<file path="src/rtl/aip_pkg.sv">
// ----------------------------------------------------------------------------
// aip_pkg
// Types, character codes and digit helpers for the ASCII integer parser.
// ----------------------------------------------------------------------------
package aip_pkg;

  localparam int unsigned ValueW  = 64;
  localparam int unsigned OffsetW = 16;
  localparam int unsigned BaseW   = 6;
  localparam int unsigned DigitW  = 7;

  // Character codes
  localparam logic [7:0] ChZero  = 8'h30;
  localparam logic [7:0] ChNine  = 8'h39;
  localparam logic [7:0] ChLowA  = 8'h61;
  localparam logic [7:0] ChLowZ  = 8'h7a;
  localparam logic [7:0] ChUpA   = 8'h41;
  localparam logic [7:0] ChUpZ   = 8'h5a;
  localparam logic [7:0] ChLowX  = 8'h78;
  localparam logic [7:0] ChUpX   = 8'h58;
  localparam logic [7:0] ChMinus = 8'h2d;
  localparam logic [7:0] ChPlus  = 8'h2b;
  localparam logic [7:0] ChSpace = 8'h20;
  localparam logic [7:0] ChTab   = 8'h09;
  localparam logic [7:0] ChLf    = 8'h0a;
  localparam logic [7:0] ChVt    = 8'h0b;
  localparam logic [7:0] ChFf    = 8'h0c;
  localparam logic [7:0] ChCr    = 8'h0d;

  // Radix values
  localparam logic [BaseW-1:0] BaseAuto  = 6'd0;
  localparam logic [BaseW-1:0] BaseMin   = 6'd2;
  localparam logic [BaseW-1:0] BaseOct   = 6'd8;
  localparam logic [BaseW-1:0] BaseDec   = 6'd10;
  localparam logic [BaseW-1:0] BaseHex   = 6'd16;
  localparam logic [BaseW-1:0] BaseMax   = 6'd36;
  localparam logic [BaseW-1:0] BaseReset = 6'd10;

  // Digit value of a non-digit character
  localparam logic [DigitW-1:0] DigitNone = 7'd99;

  typedef enum logic [2:0] {
    PH_WS,
    PH_SIGN,
    PH_ZERO,
    PH_X,
    PH_DIGITS,
    PH_DONE
  } phase_e;

  typedef struct packed {
    logic [ValueW-1:0]  parsed_value;
    logic [OffsetW-1:0] end_offset;
  } result_t;

  function automatic logic [DigitW-1:0] digit_of(input logic [7:0] c);
    logic [DigitW-1:0] d;
    d = DigitNone;
    if (c inside {[ChZero:ChNine]}) begin
      d = DigitW'(c - ChZero);
    end else if (c inside {[ChLowA:ChLowZ]}) begin
      d = DigitW'(c - ChLowA + 8'd10);
    end else if (c inside {[ChUpA:ChUpZ]}) begin
      d = DigitW'(c - ChUpA + 8'd10);
    end
    return d;
  endfunction

  function automatic logic digit_ok(input logic [DigitW-1:0] d,
                                    input logic [BaseW-1:0]  base);
    return (base >= BaseMin) && (base <= BaseMax) && (d < {1'b0, base});
  endfunction

  function automatic logic is_space(input logic [7:0] c);
    return c inside {ChSpace, ChTab, ChLf, ChCr, ChVt, ChFf};
  endfunction

endpackage

</file>
<file path="src/rtl/aip_if.sv">
// ----------------------------------------------------------------------------
// aip_if
// Valid/ready stream interfaces for parser bytes and parsed results.
// ----------------------------------------------------------------------------
interface aip_in_if;
  logic       valid;
  logic       ready;
  logic [7:0] char_in;
  logic       string_start;

  modport source (output valid, output char_in, output string_start, input ready);
  modport sink   (input valid, input char_in, input string_start, output ready);
endinterface

interface aip_out_if;
  logic        valid;
  logic        ready;
  logic [63:0] parsed_value;
  logic [15:0] end_offset;

  modport source (output valid, output parsed_value, output end_offset, input ready);
  modport sink   (input valid, input parsed_value, input end_offset, output ready);
endinterface

</file>
<file path="src/rtl/aip_step.sv">
// ----------------------------------------------------------------------------
// aip_step
// Parse state registers and the per-byte update: whitespace, sign, prefix and
// one multiply-add of the accumulator with the active radix.
// ----------------------------------------------------------------------------
module aip_step
  import aip_pkg::*;
#(
  parameter int unsigned OFFSET_LIMIT = 65535
) (
  input  logic                clk_i,
  input  logic                rst_ni,
  input  logic                cfg_we_i,
  input  logic [BaseW-1:0]    cfg_wdata_i,
  input  logic                fire_i,
  input  logic [7:0]          char_in_i,
  input  logic                string_start_i,
  output logic                res_valid_o,
  output result_t             res_o
);

  localparam logic [OffsetW-1:0] CountMax =
      OffsetW'((OFFSET_LIMIT < 65535) ? OFFSET_LIMIT : 65535);

  logic [BaseW-1:0]   number_base_q;
  phase_e             phase_q, phase_d;
  logic               neg_q, neg_d;
  logic [BaseW-1:0]   base_q, base_d;
  logic [ValueW-1:0]  acc_q, acc_d;
  logic [OffsetW-1:0] cnt_q, cnt_d;

  phase_e             eff_phase;
  logic               eff_neg;
  logic [BaseW-1:0]   eff_base;
  logic [ValueW-1:0]  eff_acc;
  logic [OffsetW-1:0] eff_cnt;

  logic [DigitW-1:0]  digit;
  logic [ValueW-1:0]  acc_mac;
  logic [BaseW-1:0]   fc_base;
  logic               fc_zero;
  logic               do_first;

  function automatic logic [OffsetW-1:0] sat_add(input logic [OffsetW-1:0] cnt,
                                                 input logic [1:0]         n);
    logic [OffsetW:0] sum;
    sum = {1'b0, cnt} + (OffsetW+1)'(n);
    return (sum > {1'b0, CountMax}) ? CountMax : sum[OffsetW-1:0];
  endfunction

  // A new string clears the parse before its first byte is taken
  always_comb begin
    if (string_start_i) begin
      eff_phase = PH_WS;
      eff_neg   = 1'b0;
      eff_base  = '0;
      eff_acc   = '0;
      eff_cnt   = '0;
    end else begin
      eff_phase = phase_q;
      eff_neg   = neg_q;
      eff_base  = base_q;
      eff_acc   = acc_q;
      eff_cnt   = cnt_q;
    end
  end

  assign digit   = digit_of(char_in_i);
  assign acc_mac = eff_acc * ValueW'(eff_base) + ValueW'(digit);
  assign fc_zero = ((number_base_q == BaseAuto) || (number_base_q == BaseHex)) &&
                   (char_in_i == ChZero);
  assign fc_base = (number_base_q == BaseAuto) ? BaseDec : number_base_q;

  always_comb begin
    phase_d     = eff_phase;
    neg_d       = eff_neg;
    base_d      = eff_base;
    acc_d       = eff_acc;
    cnt_d       = eff_cnt;
    do_first    = 1'b0;
    res_valid_o = 1'b0;
    res_o       = '0;

    case (eff_phase)
      PH_WS: begin
        if (is_space(char_in_i)) begin
          cnt_d = sat_add(eff_cnt, 2'd1);
        end else if ((char_in_i == ChMinus) || (char_in_i == ChPlus)) begin
          neg_d   = (char_in_i == ChMinus);
          cnt_d   = sat_add(eff_cnt, 2'd1);
          phase_d = PH_SIGN;
        end else begin
          do_first = 1'b1;
        end
      end
      PH_SIGN: begin
        do_first = 1'b1;
      end
      PH_ZERO: begin
        if ((char_in_i == ChLowX) || (char_in_i == ChUpX)) begin
          base_d  = BaseHex;
          phase_d = PH_X;
        end else if (digit_ok(digit, eff_base)) begin
          acc_d   = ValueW'(digit);
          cnt_d   = sat_add(eff_cnt, 2'd1);
          phase_d = PH_DIGITS;
        end else begin
          res_valid_o = 1'b1;
          res_o       = '{parsed_value: '0, end_offset: eff_cnt};
          phase_d     = PH_DONE;
        end
      end
      PH_X: begin
        // The 'x' is counted only once a hex digit follows it
        if (digit_ok(digit, BaseHex)) begin
          acc_d   = ValueW'(digit);
          cnt_d   = sat_add(eff_cnt, 2'd2);
          phase_d = PH_DIGITS;
        end else begin
          res_valid_o = 1'b1;
          res_o       = '{parsed_value: '0, end_offset: eff_cnt};
          phase_d     = PH_DONE;
        end
      end
      PH_DIGITS: begin
        if (digit_ok(digit, eff_base)) begin
          acc_d = acc_mac;
          cnt_d = sat_add(eff_cnt, 2'd1);
        end else begin
          res_valid_o = 1'b1;
          res_o       = '{parsed_value: eff_neg ? (ValueW'(0) - eff_acc) : eff_acc,
                          end_offset: eff_cnt};
          phase_d     = PH_DONE;
        end
      end
      default: begin
        phase_d = PH_DONE;
      end
    endcase

    // First byte after whitespace and sign
    if (do_first) begin
      if (fc_zero) begin
        acc_d   = '0;
        base_d  = (number_base_q == BaseAuto) ? BaseOct : BaseHex;
        cnt_d   = sat_add(eff_cnt, 2'd1);
        phase_d = PH_ZERO;
      end else begin
        base_d = fc_base;
        if (digit_ok(digit, fc_base)) begin
          acc_d   = ValueW'(digit);
          cnt_d   = sat_add(eff_cnt, 2'd1);
          phase_d = PH_DIGITS;
        end else begin
          res_valid_o = 1'b1;
          res_o       = '{parsed_value: '0, end_offset: '0};
          phase_d     = PH_DONE;
        end
      end
    end
  end

  always_ff @(posedge clk_i or negedge rst_ni) begin
    if (!rst_ni) begin
      number_base_q <= BaseReset;
    end else if (cfg_we_i) begin
      number_base_q <= cfg_wdata_i;
    end
  end

  always_ff @(posedge clk_i or negedge rst_ni) begin
    if (!rst_ni) begin
      phase_q <= PH_WS;
      neg_q   <= 1'b0;
      base_q  <= '0;
      acc_q   <= '0;
      cnt_q   <= '0;
    end else if (fire_i) begin
      phase_q <= phase_d;
      neg_q   <= neg_d;
      base_q  <= base_d;
      acc_q   <= acc_d;
      cnt_q   <= cnt_d;
    end
  end

  a_cnt_sat : assert property (@(posedge clk_i) disable iff (!rst_ni)
    cnt_q <= CountMax)
    else $error("consumed count above its limit");

  a_done_quiet : assert property (@(posedge clk_i) disable iff (!rst_ni)
    (fire_i && !string_start_i && (phase_q == PH_DONE)) |-> !res_valid_o)
    else $error("result after the string already ended");

  a_res_done : assert property (@(posedge clk_i) disable iff (!rst_ni)
    (fire_i && res_valid_o) |=> (phase_q == PH_DONE))
    else $error("parse did not close after a result");

endmodule

</file>
<file path="src/rtl/aip_obuf.sv">
// ----------------------------------------------------------------------------
// aip_obuf
// Two-entry result buffer: an output register backed by a skid register so
// the parser keeps taking bytes while a result waits.
// ----------------------------------------------------------------------------
module aip_obuf
  import aip_pkg::*;
(
  input  logic              clk_i,
  input  logic              rst_ni,
  input  logic              push_i,
  input  result_t           push_data_i,
  output logic              ready_o,
  aip_out_if.source         out_ch
);

  logic    main_valid_q, main_valid_d;
  logic    skid_valid_q, skid_valid_d;
  result_t main_q, main_d;
  result_t skid_q, skid_d;
  logic    pop;

  assign pop     = main_valid_q && out_ch.ready;
  assign ready_o = !skid_valid_q;

  assign out_ch.valid        = main_valid_q;
  assign out_ch.parsed_value = main_q.parsed_value;
  assign out_ch.end_offset   = main_q.end_offset;

  always_comb begin
    main_valid_d = main_valid_q;
    skid_valid_d = skid_valid_q;
    main_d       = main_q;
    skid_d       = skid_q;
    if (pop) begin
      if (skid_valid_q) begin
        // advance the skid entry; no push while it is full
        main_d       = skid_q;
        skid_valid_d = 1'b0;
      end else begin
        main_valid_d = push_i;
        main_d       = push_data_i;
      end
    end else if (push_i) begin
      if (!main_valid_q) begin
        main_valid_d = 1'b1;
        main_d       = push_data_i;
      end else begin
        skid_valid_d = 1'b1;
        skid_d       = push_data_i;
      end
    end
  end

  always_ff @(posedge clk_i or negedge rst_ni) begin
    if (!rst_ni) begin
      main_valid_q <= 1'b0;
      skid_valid_q <= 1'b0;
    end else begin
      main_valid_q <= main_valid_d;
      skid_valid_q <= skid_valid_d;
    end
  end

  always_ff @(posedge clk_i) begin
    main_q <= main_d;
    skid_q <= skid_d;
  end

  a_skid_order : assert property (@(posedge clk_i) disable iff (!rst_ni)
    skid_valid_q |-> main_valid_q)
    else $error("skid entry held with an empty output register");

  a_no_overrun : assert property (@(posedge clk_i) disable iff (!rst_ni)
    push_i |-> !skid_valid_q)
    else $error("result pushed into a full buffer");

  a_out_hold : assert property (@(posedge clk_i) disable iff (!rst_ni)
    (main_valid_q && !out_ch.ready) |=> (main_valid_q && $stable(main_q)))
    else $error("waiting result changed before it was taken");

endmodule

</file>
<file path="src/rtl/ascii_integer_parser_base.sv">
// ----------------------------------------------------------------------------
// ascii_integer_parser_base
// Streaming string-to-integer converter, one byte per handshake word.
// ----------------------------------------------------------------------------
// Takes one byte per clock cycle while the output buffer has room: the parse
// state and the 64-bit accumulator update in the same cycle the byte is
// accepted, with a single multiply-add of the accumulator by the 6-bit radix
// as the critical path. A result appears on the output in the cycle after its
// stopping byte is taken when no older result is still waiting in the buffer.
// Results go through a two-entry output buffer; the input stalls only when
// both entries hold results the consumer has not taken. number_base is
// sampled when the first byte after whitespace and sign arrives; the user
// must write it only while the parser is idle, which the block does not enforce.
module ascii_integer_parser_base
  import aip_pkg::*;
#(
  parameter int unsigned OFFSET_LIMIT = 65535
) (
  input  logic             clk_i,
  input  logic             rst_ni,
  input  logic             cfg_we_i,
  input  logic [BaseW-1:0] cfg_wdata_i,
  aip_in_if.sink           in_ch,
  aip_out_if.source        out_ch
);

  logic    fire;
  logic    buf_ready;
  logic    res_valid;
  result_t res;

  assign in_ch.ready = buf_ready;
  assign fire        = in_ch.valid && buf_ready;

  aip_step #(
    .OFFSET_LIMIT (OFFSET_LIMIT)
  ) u_step (
    .clk_i          (clk_i),
    .rst_ni         (rst_ni),
    .cfg_we_i       (cfg_we_i),
    .cfg_wdata_i    (cfg_wdata_i),
    .fire_i         (fire),
    .char_in_i      (in_ch.char_in),
    .string_start_i (in_ch.string_start),
    .res_valid_o    (res_valid),
    .res_o          (res)
  );

  aip_obuf u_obuf (
    .clk_i       (clk_i),
    .rst_ni      (rst_ni),
    .push_i      (fire && res_valid),
    .push_data_i (res),
    .ready_o     (buf_ready),
    .out_ch      (out_ch)
  );

endmodule

</file>
<file path="src/flat_wrapper.sv">
// flat-port wrapper written by rule: the top's interface ports become plain ports
module ascii_integer_parser_base_flat import aip_pkg::*;
#(
  parameter int unsigned OFFSET_LIMIT = 65535
)
  (clk_i, rst_ni, cfg_we_i, cfg_wdata_i, in_ch_valid, in_ch_char_in, in_ch_string_start, in_ch_ready, out_ch_valid, out_ch_parsed_value, out_ch_end_offset, out_ch_ready);
  aip_in_if in_ch_i ();
  aip_out_if out_ch_i ();
  input  logic clk_i;
  input  logic rst_ni;
  input  logic cfg_we_i;
  input  logic [BaseW-1:0] cfg_wdata_i;
  input wire logic [$bits(in_ch_i.valid)-1:0] in_ch_valid;
  input wire logic [$bits(in_ch_i.char_in)-1:0] in_ch_char_in;
  input wire logic [$bits(in_ch_i.string_start)-1:0] in_ch_string_start;
  output wire logic [$bits(in_ch_i.ready)-1:0] in_ch_ready;
  output wire logic [$bits(out_ch_i.valid)-1:0] out_ch_valid;
  output wire logic [$bits(out_ch_i.parsed_value)-1:0] out_ch_parsed_value;
  output wire logic [$bits(out_ch_i.end_offset)-1:0] out_ch_end_offset;
  input wire logic [$bits(out_ch_i.ready)-1:0] out_ch_ready;
  assign in_ch_i.valid = in_ch_valid;
  assign in_ch_i.char_in = in_ch_char_in;
  assign in_ch_i.string_start = in_ch_string_start;
  assign in_ch_ready = in_ch_i.ready;
  assign out_ch_valid = out_ch_i.valid;
  assign out_ch_parsed_value = out_ch_i.parsed_value;
  assign out_ch_end_offset = out_ch_i.end_offset;
  assign out_ch_i.ready = out_ch_ready;
  ascii_integer_parser_base #(.OFFSET_LIMIT(OFFSET_LIMIT)) u_core (.clk_i(clk_i), .rst_ni(rst_ni), .cfg_we_i(cfg_we_i), .cfg_wdata_i(cfg_wdata_i), .in_ch(in_ch_i), .out_ch(out_ch_i));
endmodule
</file>
<file path="config.mk">
export PLATFORM = sky130hd
export DESIGN_NAME = ascii_integer_parser_base_flat
export DESIGN_NICKNAME = d
export VERILOG_FILES = /design/src/rtl/aip_pkg.sv /design/src/rtl/aip_if.sv /design/src/rtl/aip_step.sv /design/src/rtl/aip_obuf.sv /design/src/rtl/ascii_integer_parser_base.sv /design/src/flat_wrapper.sv
export SDC_FILE = /design/constraint.sdc
export NUM_CORES = 2
export LEC_CHECK = 0
export BUFFER_PORTS_ARGS = -buffer_cell sky130_fd_sc_hd__buf_2
export CAP_MARGIN = 25
export CORE_ASPECT_RATIO = 1.2
export CORE_MARGIN = 4
export CORE_UTILIZATION = 35
export DETAILED_ROUTE_END_ITERATION = 12
export PLACE_DENSITY_LB_ADDON = 0.12
export SLEW_MARGIN = 20
export SYNTH_ARGS = -nofsm -noshare
export SYNTH_HDL_FRONTEND = slang
export SYNTH_HIERARCHICAL = 1
export SYNTH_SLANG_ARGS = --single-unit
</file>
<file path="constraint.sdc">
create_clock -name clk_i -period 7.1 [get_ports clk_i]
set_input_delay 1.775 -clock clk_i [delete_from_list [all_inputs] [get_ports clk_i]]
set_output_delay 1.775 -clock clk_i [all_outputs]
set_load 0.1 [all_outputs]
</file>
* Word-level counts from Yosys, hierarchy flattened *
Index checks and enable logic that the tools add are counted.

operators by class
  equal/unequal tests = 18
  order comparisons = 15
  add/sub/neg operators = 9
  bitwise gates (word level) = 1
  multiply operators = 1
  reduce and logical (&&, ||, !) cells = 24
  muxes and demuxes = 75

operators with widths
  cell                                                  count
  two-way mux 80 bit                                    8
  two-way mux 64 bit                                    9
  case mux 80 bit (3 select lines)                      1
  two-way mux 16 bit                                    14
  case mux 64 bit (3 select lines)                      1
  adder 64 x 7 -> 64 bit                                1
  multiplier 64 x 6 -> 64 bit                           1
  case mux 16 bit (4 select lines)                      1
  subtractor 1 x 64 -> 64 bit, first input constant     1
  equality test 8 x 4 -> 1 bit, second input constant   5
  two-way mux 6 bit                                     6
  > comparator 17 x 16 -> 1 bit, second input constant  2
  equality test 8 x 6 -> 1 bit, second input constant   4
  two-way mux 1 bit                                     21
  two-way mux 3 bit                                     7
  two-way mux 7 bit                                     3
  adder 16 x 1 -> 17 bit, second input constant         1
  adder 16 x 2 -> 17 bit, second input constant         1
  equality test 8 x 7 -> 1 bit, second input constant   2
  >= comparator 8 x 7 -> 1 bit, second input constant   2
  <= comparator 8 x 7 -> 1 bit, second input constant   2
  case mux 3 bit (5 select lines)                       1
  adder 7 x 4 -> 7 bit, second input constant           2
  < comparator 7 x 6 -> 1 bit                           2
  other kinds (26)                                      45

storage, ports and cells
  bits in registers = 258
  output and inout bits = 82
  word-level logic and storage cells = 155

* Logic depth before layout (Yosys ltp) *
  depth after elaboration = 16
  mapped depth = 27
  gate-level depth less buffers = 21

* Cells and area by module *
The synthesis kept the hierarchy.

modules (own cells, without submodules)
  module                     instances  area each (µm²)  cells an instance
  aip_step                   1          20418.3          2491
  aip_obuf                   1          5954.5           258
  ascii_integer_parser_base  1          12.5             2

* Worst setup path before layout *
Ideal clock, no wire load.

  kind = input port to flip-flop
  from = input in_ch_char_in[0]
  to = register u_core/u_obuf/skid_q[0] in the netlist's numbering (enable)
  data arrival time = 8.457 ns
  data required time = 6.581 ns
  stages on the path = 22
  slack = -1.876 ns
  path buffers = 2
  path through = inv_1 -> ha_1 -> or4b_4 -> a311o_1 -> a2bb2oi_2 -> buf_6 -> o21ai_0 -> nand2_1 -> o21ai_0 -> ha_1 -> a21oi_1 -> nand2_1 -> or3_1 -> o311ai_0 -> and3_1 -> buf_2 -> nor2_1 -> a21oi_1 -> o21ai_0 -> and3_1 -> nand2_1 -> nor2_1

on the way
  word-level cells in the longest chain between the ends = 15

RTL lines
  item                                                              RTL line                          source
  start, declared                                                   flat_wrapper.sv:14                input wire logic [$bits(in_ch_i.char_in)-1:0] in_ch_char_in;
  subtractor 7 bit, or another cell as far along                    aip_pkg.sv:64                     d = DigitW'(c - ChUpA + 8'd10);
  adder 7 x 4 -> 7 bit / logical AND 1 bit (equally long branches)  aip_pkg.sv:64, aip_pkg.sv:63
  two-way mux 7 bit                                                 aip_pkg.sv:63                     end else if (c inside {[ChUpA:ChUpZ]}) begin
  two-way mux 7 bit                                                 aip_pkg.sv:61                     end else if (c inside {[ChLowA:ChLowZ]}) begin
  two-way mux 7 bit                                                 aip_pkg.sv:59                     if (c inside {[ChZero:ChNine]}) begin
  < comparator 7 x 6 -> 1 bit                                       aip_pkg.sv:71                     return (base >= BaseMin) && (base <= BaseMax) && (d < {1'b0, base});
  logical AND 1 bit                                                 aip_pkg.sv:71
  two-way mux 1 bit                                                 aip_step.sv:103, aip_step.sv:126
  two-way mux 1 bit                                                 aip_step.sv:100                   if ((char_in_i == ChLowX) || (char_in_i == ChUpX)) begin
  case mux 1 bit (3 select lines)                                   aip_step.sv:84                    case (eff_phase)
  two-way mux 1 bit                                                 aip_step.sv:150                   if (digit_ok(digit, fc_base)) begin
  two-way mux 1 bit                                                 aip_step.sv:143                   if (fc_zero) begin
  two-way mux 1 bit (*)                                             aip_step.sv:142                   if (do_first) begin
  net u_core.res_valid                                              ascii_integer_parser_base.sv:29   logic res_valid;
  logical AND 1 bit (*)                                             ascii_integer_parser_base.sv:52   .push_i (fire && res_valid),
  AND reduction 3 bit (no source line) (*)                          n/a
  end signal, assigned                                              aip_obuf.sv:67                    skid_q <= skid_d;
  end, declared                                                     aip_obuf.sv:20                    result_t skid_q, skid_d;

Mark *: on every way through the listed nets, which the timed path passes. The rest lies on a longest branch.
A chain may end at the register's enable or synchronous reset.

* Final worst setup path *
  from = input in_ch_string_start
  to = register u_core.u_step.acc_q[62]

on the way
  word-level cells in the longest chain between the ends = 10

RTL lines
  item                                                                 RTL line            source
  start, declared                                                      flat_wrapper.sv:15  input wire logic [$bits(in_ch_i.string_start)-1:0] in_ch_string_start;
  branches (longest 9 deep; another with multiplier 64 x 6 -> 64 bit)  n/a
  two-way mux 64 bit (*)                                               aip_step.sv:142
  end signal, assigned                                                 aip_step.sv:176     acc_q <= '0;
  end signal, assigned                                                 aip_step.sv:182     acc_q <= acc_d;
  end, declared                                                        aip_step.sv:29      logic [ValueW-1:0] acc_q, acc_d;

Every way passes the cells marked *.

==> results.md <==
- The die covers approximately 0.08 mm2.
- Walking the worst path, the cells encountered are buf_4 -> buf_12 -> nor2b_1 -> buf_4 -> and2_1 -> fa_1 -> fa_1 -> fa_1 -> ha_1 -> ha_1 -> a2111oi_0 -> o21ai_0 -> o21ai_0 -> a21oi_1 -> o211ai_1 -> nand2_1 -> a211oi_1 -> buf_4 -> o41ai_1 -> xnor2_1 -> o21ai_0.
- The number of instances in the synthesized netlist is 2751.
- The total CTS buffers is 34.
- For this design the total switching power over the nets is 903 uW.
- The number of hold violations in the final report is 0.
- VDD sags by at most 0.135 mV.
- The cell sitting at the root of the clock tree is a sky130_fd_sc_hd__clkbuf_16.
- The total number of H-tree levels is 2.
- OpenSTA, run right after detailed placement, puts the worst setup slack at -437 ps.
- The worst setup path is launched from an input port.
- Once routing completed, OpenROAD measured the worst setup slack at 327 ps.
- After synthesis, the mean cell area works out to around 9.6 um2.
- The internal power of the cells totals 2.77 mW.
- The required time reported for the critical path endpoint is 7550 ps.
- The analysis attributes to cell leakage a power of 13.9 nW.
- The clock latency on the worst-skew pair is 560 ps.
- The run finished with clean final reports.
- Of the total power, the share spent switching nets is 0.246.
- After detailed routing, the number of remaining DRC violations is 0.
- Of the cells placed in the final design, the portion with a size suffix greater than 1 is 0.197.
- The first TritonRoute pass finished after 5 iterations.
- For this run, the total global-route usage over all layers was measured as 0.216.
- The portion of the post-synthesis area used by sequential elements is 0.275.
- The headroom to the max-slew limit is 0.224.
- The share of the clock period used by the worst path after layout is 0.954.
- The max-capacitance violation count is 0.
- The flip-flop and latch count after synthesis is between 200 and 300.
- Leaving out fill and tap cells, the most frequent cells in the layout are sky130_fd_sc_hd__and2_1 (306), sky130_fd_sc_hd__buf_4 (268), sky130_fd_sc_hd__fa_1 (240), sky130_fd_sc_hd__nand2_1 (230), sky130_fd_sc_hd__nor2_1 (219).
- The clock drives 258 sinks.
- The share of total power dissipated in combinational logic is 0.060.
- The synthesized design contains 160 enable-type register cells.
- In this run the standard cell core region covers 0.0749 mm2.
- The count of final setup violators is 0.
- The share of synthesized registers carrying an async set or reset is 0.380.
- The clock passes through at most 3 buffers.
- The initial antenna violation count is 2.
- The average wire length per cell after detail routing is 21.1 um.
- The initial utilization of the core area, before any placement, comes to 0.352.
- After synthesis, the netlist uses a little under 90 different library cells.
- The buffering stage count on the worst path with inverters included is 4.
- After floorplanning, the core was divided into 110 placement rows.
- In this run the horizontal extent of the chip is 259 um.
- The number of global-route vias before repair is 23333.
- The height of the die is 309 um.
- The most instantiated flip-flop cell in the synthesis netlist is sky130_fd_sc_hd__edfxtp_1.
- Timing would allow up to 148 MHz.
- The clock tree from TritonCTS is done.
- Setup repair after global routing left no endpoint under its margin.
- Along the worst path, the maximum fanout reaches 21.
- The commonest non-fill, non-tap cell in the layout is sky130_fd_sc_hd__and2_1.
- The worst hold path belongs to the class reg2reg.
- Entering global routing, the biggest net connects 55 pins.
- The net count of the finished layout is approximately 3400.
- The final total power is around 3.7 mW.
- The total nets after synthesis is 3163.
- The placer's final routability congestion estimate is 0.922.
- In this run the cell area of the synthesized design comes to 0.0264 mm2.
- The first global-routing pass estimated 137000 um of wire.
- After clock tree synthesis, the clock-pin slew on the worst setup and hold paths is 50 ps.
- The cell family contributing the most delay on the critical path is adder cells.
- The cell with the largest stage delay on the worst path is sky130_fd_sc_hd__fa_1.
- On the final layout, the worst clock skew is 24.2 ps.
- In this run the tool buffered the top-level ports with 101 buffer cells.
- For the finished layout, the period the worst path requires is 6770 ps.
- Measured on the finished design, the core utilization comes to 0.416.
- The via count is between 20000 and 25000.
- During I/O placement, the number of pins put on the boundary was 102.
- The HPWL after detailed placement is 66500 um.
- Compared with the post-synthesis result, the final layout area differs by 17.9%.
- The critical path is of the in2reg type.
- The detail-routed via count per cell is between 5 and 6.
- The power per cell area is 118 mW/mm2.
- The final routed wirelength across all metal layers is 85400 um.
- The setup TNS is 0 ps.
- The critical path endpoint category is a register.
- In this run the remaining antenna-violating nets after routing total 0.
- The slew at the pin closest to its max-slew limit is 1160 ps.
- The share of total power dissipated in the clock network is 0.507.
- At the worst endpoint, the arrival time is approximately 7200 ps.
- The sequential power share is 0.433.
- The max-slew violation count is 0.
- The violation count after the first detailed-routing iteration is roughly 1200.
- The worst hold margin is 545 ps.
- After global routing the overflow that remains totals 0.
- During synthesis, Yosys emitted a total of 6 warnings.
- The delay of the slowest cell on the worst path is 560 ps.
[kinds of logic (layout without fill, tap and decap cells)]
logic type	Yosys count	after routing	share of synthesized area
AO/OA/AOI/OAI	548	548	0.134
XOR/XNOR	145	145	0.0481
AND/OR/NAND/NOR	1054	1054	0.207
buffers and inverters	264	548	0.0417
adder cells (fa/ha/maj)	392	392	0.254
other	0	4	0
multiplexers	90	90	0.0392
flip-flops	258	258	0.275
[per-layer routing]
metal / routed length [um] / share of wire / GRT usage / up-vias
met4: 2630 / 0.031 / 0.0664 / 0
met2: 43400 / 0.51 / 0.390 / 501
li1: - / - / - / 10035
met5: 0 / 0 / 0 / -
met1: 35900 / 0.42 / 0.271 / 10640
met3: 3460 / 0.040 / 0.0243 / 144
[area by class of cell]
| type | instances | area (um2) |
|---|---|---|
| multi-input combinational | 2229 | 18200 |
| clock inverter | 24 | 289 |
| fill | 7417 | 43800 |
| tap | 1008 | 1260 |
| antenna | 4 | 10.0 |
| timing repair buffer | 380 | 2770 |
| inverter | 106 | 398 |
| sequential | 258 | 7260 |
| clock buffer | 38 | 897 |
[synthesized netlist by cell type, types with 64 or more instances]
| library cell | number | area [um2] |
|---|---|---|
| sky130_fd_sc_hd__a21oi_1 | 133 | 666 |
| sky130_fd_sc_hd__edfxtp_1 | 160 | 4800 |
| sky130_fd_sc_hd__clkbuf_1 | 132 | 495 |
| sky130_fd_sc_hd__fa_1 | 240 | 4800 |
| sky130_fd_sc_hd__ha_1 | 152 | 1900 |
| sky130_fd_sc_hd__nand2_1 | 231 | 867 |
| sky130_fd_sc_hd__nor2_1 | 220 | 826 |
| sky130_fd_sc_hd__nor2b_1 | 65 | 407 |
| sky130_fd_sc_hd__o21ai_0 | 158 | 791 |
| sky130_fd_sc_hd__xnor2_1 | 64 | 561 |
| sky130_fd_sc_hd__inv_1 | 105 | 394 |
| sky130_fd_sc_hd__xor2_1 | 81 | 709 |
| sky130_fd_sc_hd__mux2_2 | 78 | 878 |
| sky130_fd_sc_hd__dfrtp_1 | 96 | 2400 |
| sky130_fd_sc_hd__and2_1 | 308 | 1930 |
[worst reg2reg max path: stages, from the launching register on]
cell                       delay [ps]
sky130_fd_sc_hd__dfrtp_1          700
sky130_fd_sc_hd__buf_4            430
sky130_fd_sc_hd__and2_1           240
sky130_fd_sc_hd__fa_1             450
sky130_fd_sc_hd__fa_1             530
sky130_fd_sc_hd__fa_1             490
sky130_fd_sc_hd__ha_1             310
sky130_fd_sc_hd__ha_1             320
sky130_fd_sc_hd__buf_4            170
sky130_fd_sc_hd__a21oi_4          130
sky130_fd_sc_hd__o21ai_1          130
sky130_fd_sc_hd__or4_1            590
sky130_fd_sc_hd__o211ai_1         290
sky130_fd_sc_hd__nand2_1          190
sky130_fd_sc_hd__a211oi_1         420
sky130_fd_sc_hd__buf_4            200
sky130_fd_sc_hd__o41ai_1           90
sky130_fd_sc_hd__xnor2_1          130
sky130_fd_sc_hd__o21ai_0          160
[flip-flops by register name (all words and copies together), names as in the netlist]
register                           cells
u_core/u_step/phase_q                  3
u_core/u_obuf/skid_valid_q             1
u_core/u_obuf/out_ch.end_offset       16
u_core/u_obuf/skid_q                  80
u_core/u_obuf/out_ch.valid             1
u_core/u_step/acc_q                   64
u_core/u_step/base_q                   6
u_core/u_step/neg_q                    1
u_core/u_obuf/out_ch.parsed_value     64
u_core/u_step/cnt_q                   16
u_core/u_step/number_base_q            6
[power groups by stage]
stage	Sequential (mW)	Clock [mW]	Combinational, mW
after floorplan	1.62	0	0.121
after global placement	1.62	0	0.219
after detailed placement	1.62	0	0.220
after CTS	1.59	1.93	0.222
after global routing	1.59	1.99	0.241
final	1.59	1.86	0.221
[per-stage QoR]
stage,instances,cell area (um2)
after floorplan,2751,26700
after global placement,3981,29900
after detailed placement,3981,29900
after CTS,4043,31100
after global routing,4043,31100
final,4047,31100
[path summary, 6_finish.rpt]
path	cells after the start	startpoint	endpoint	slack [ps]
worst max register to register	18	u_core/u_step/base_q[0]	u_core/u_step/acc_q[62]	1040
worst min register to register	1	u_core/u_obuf/skid_q[18]	u_core/u_obuf/out_ch.parsed_value[2]	550
worst min-delay path	1	u_core/u_obuf/skid_q[18]	u_core/u_obuf/out_ch.parsed_value[2]	550
min in group asynchronous	1	rst_ni	u_core/u_step/cnt_q[11]	1290
worst max-delay path	21	in_ch_string_start	u_core/u_step/acc_q[62]	330
max in group asynchronous	2	rst_ni	u_core/u_step/acc_q[24]	4490
[what timing repair did]
item,in CTS,in global routing
hold buffers,0,0
resized for setup,0,5
setup endpoints to repair,0,4
buffers inserted,0,0
endpoints found under the hold margin,0,0
(Power assumes the default switching activity.)
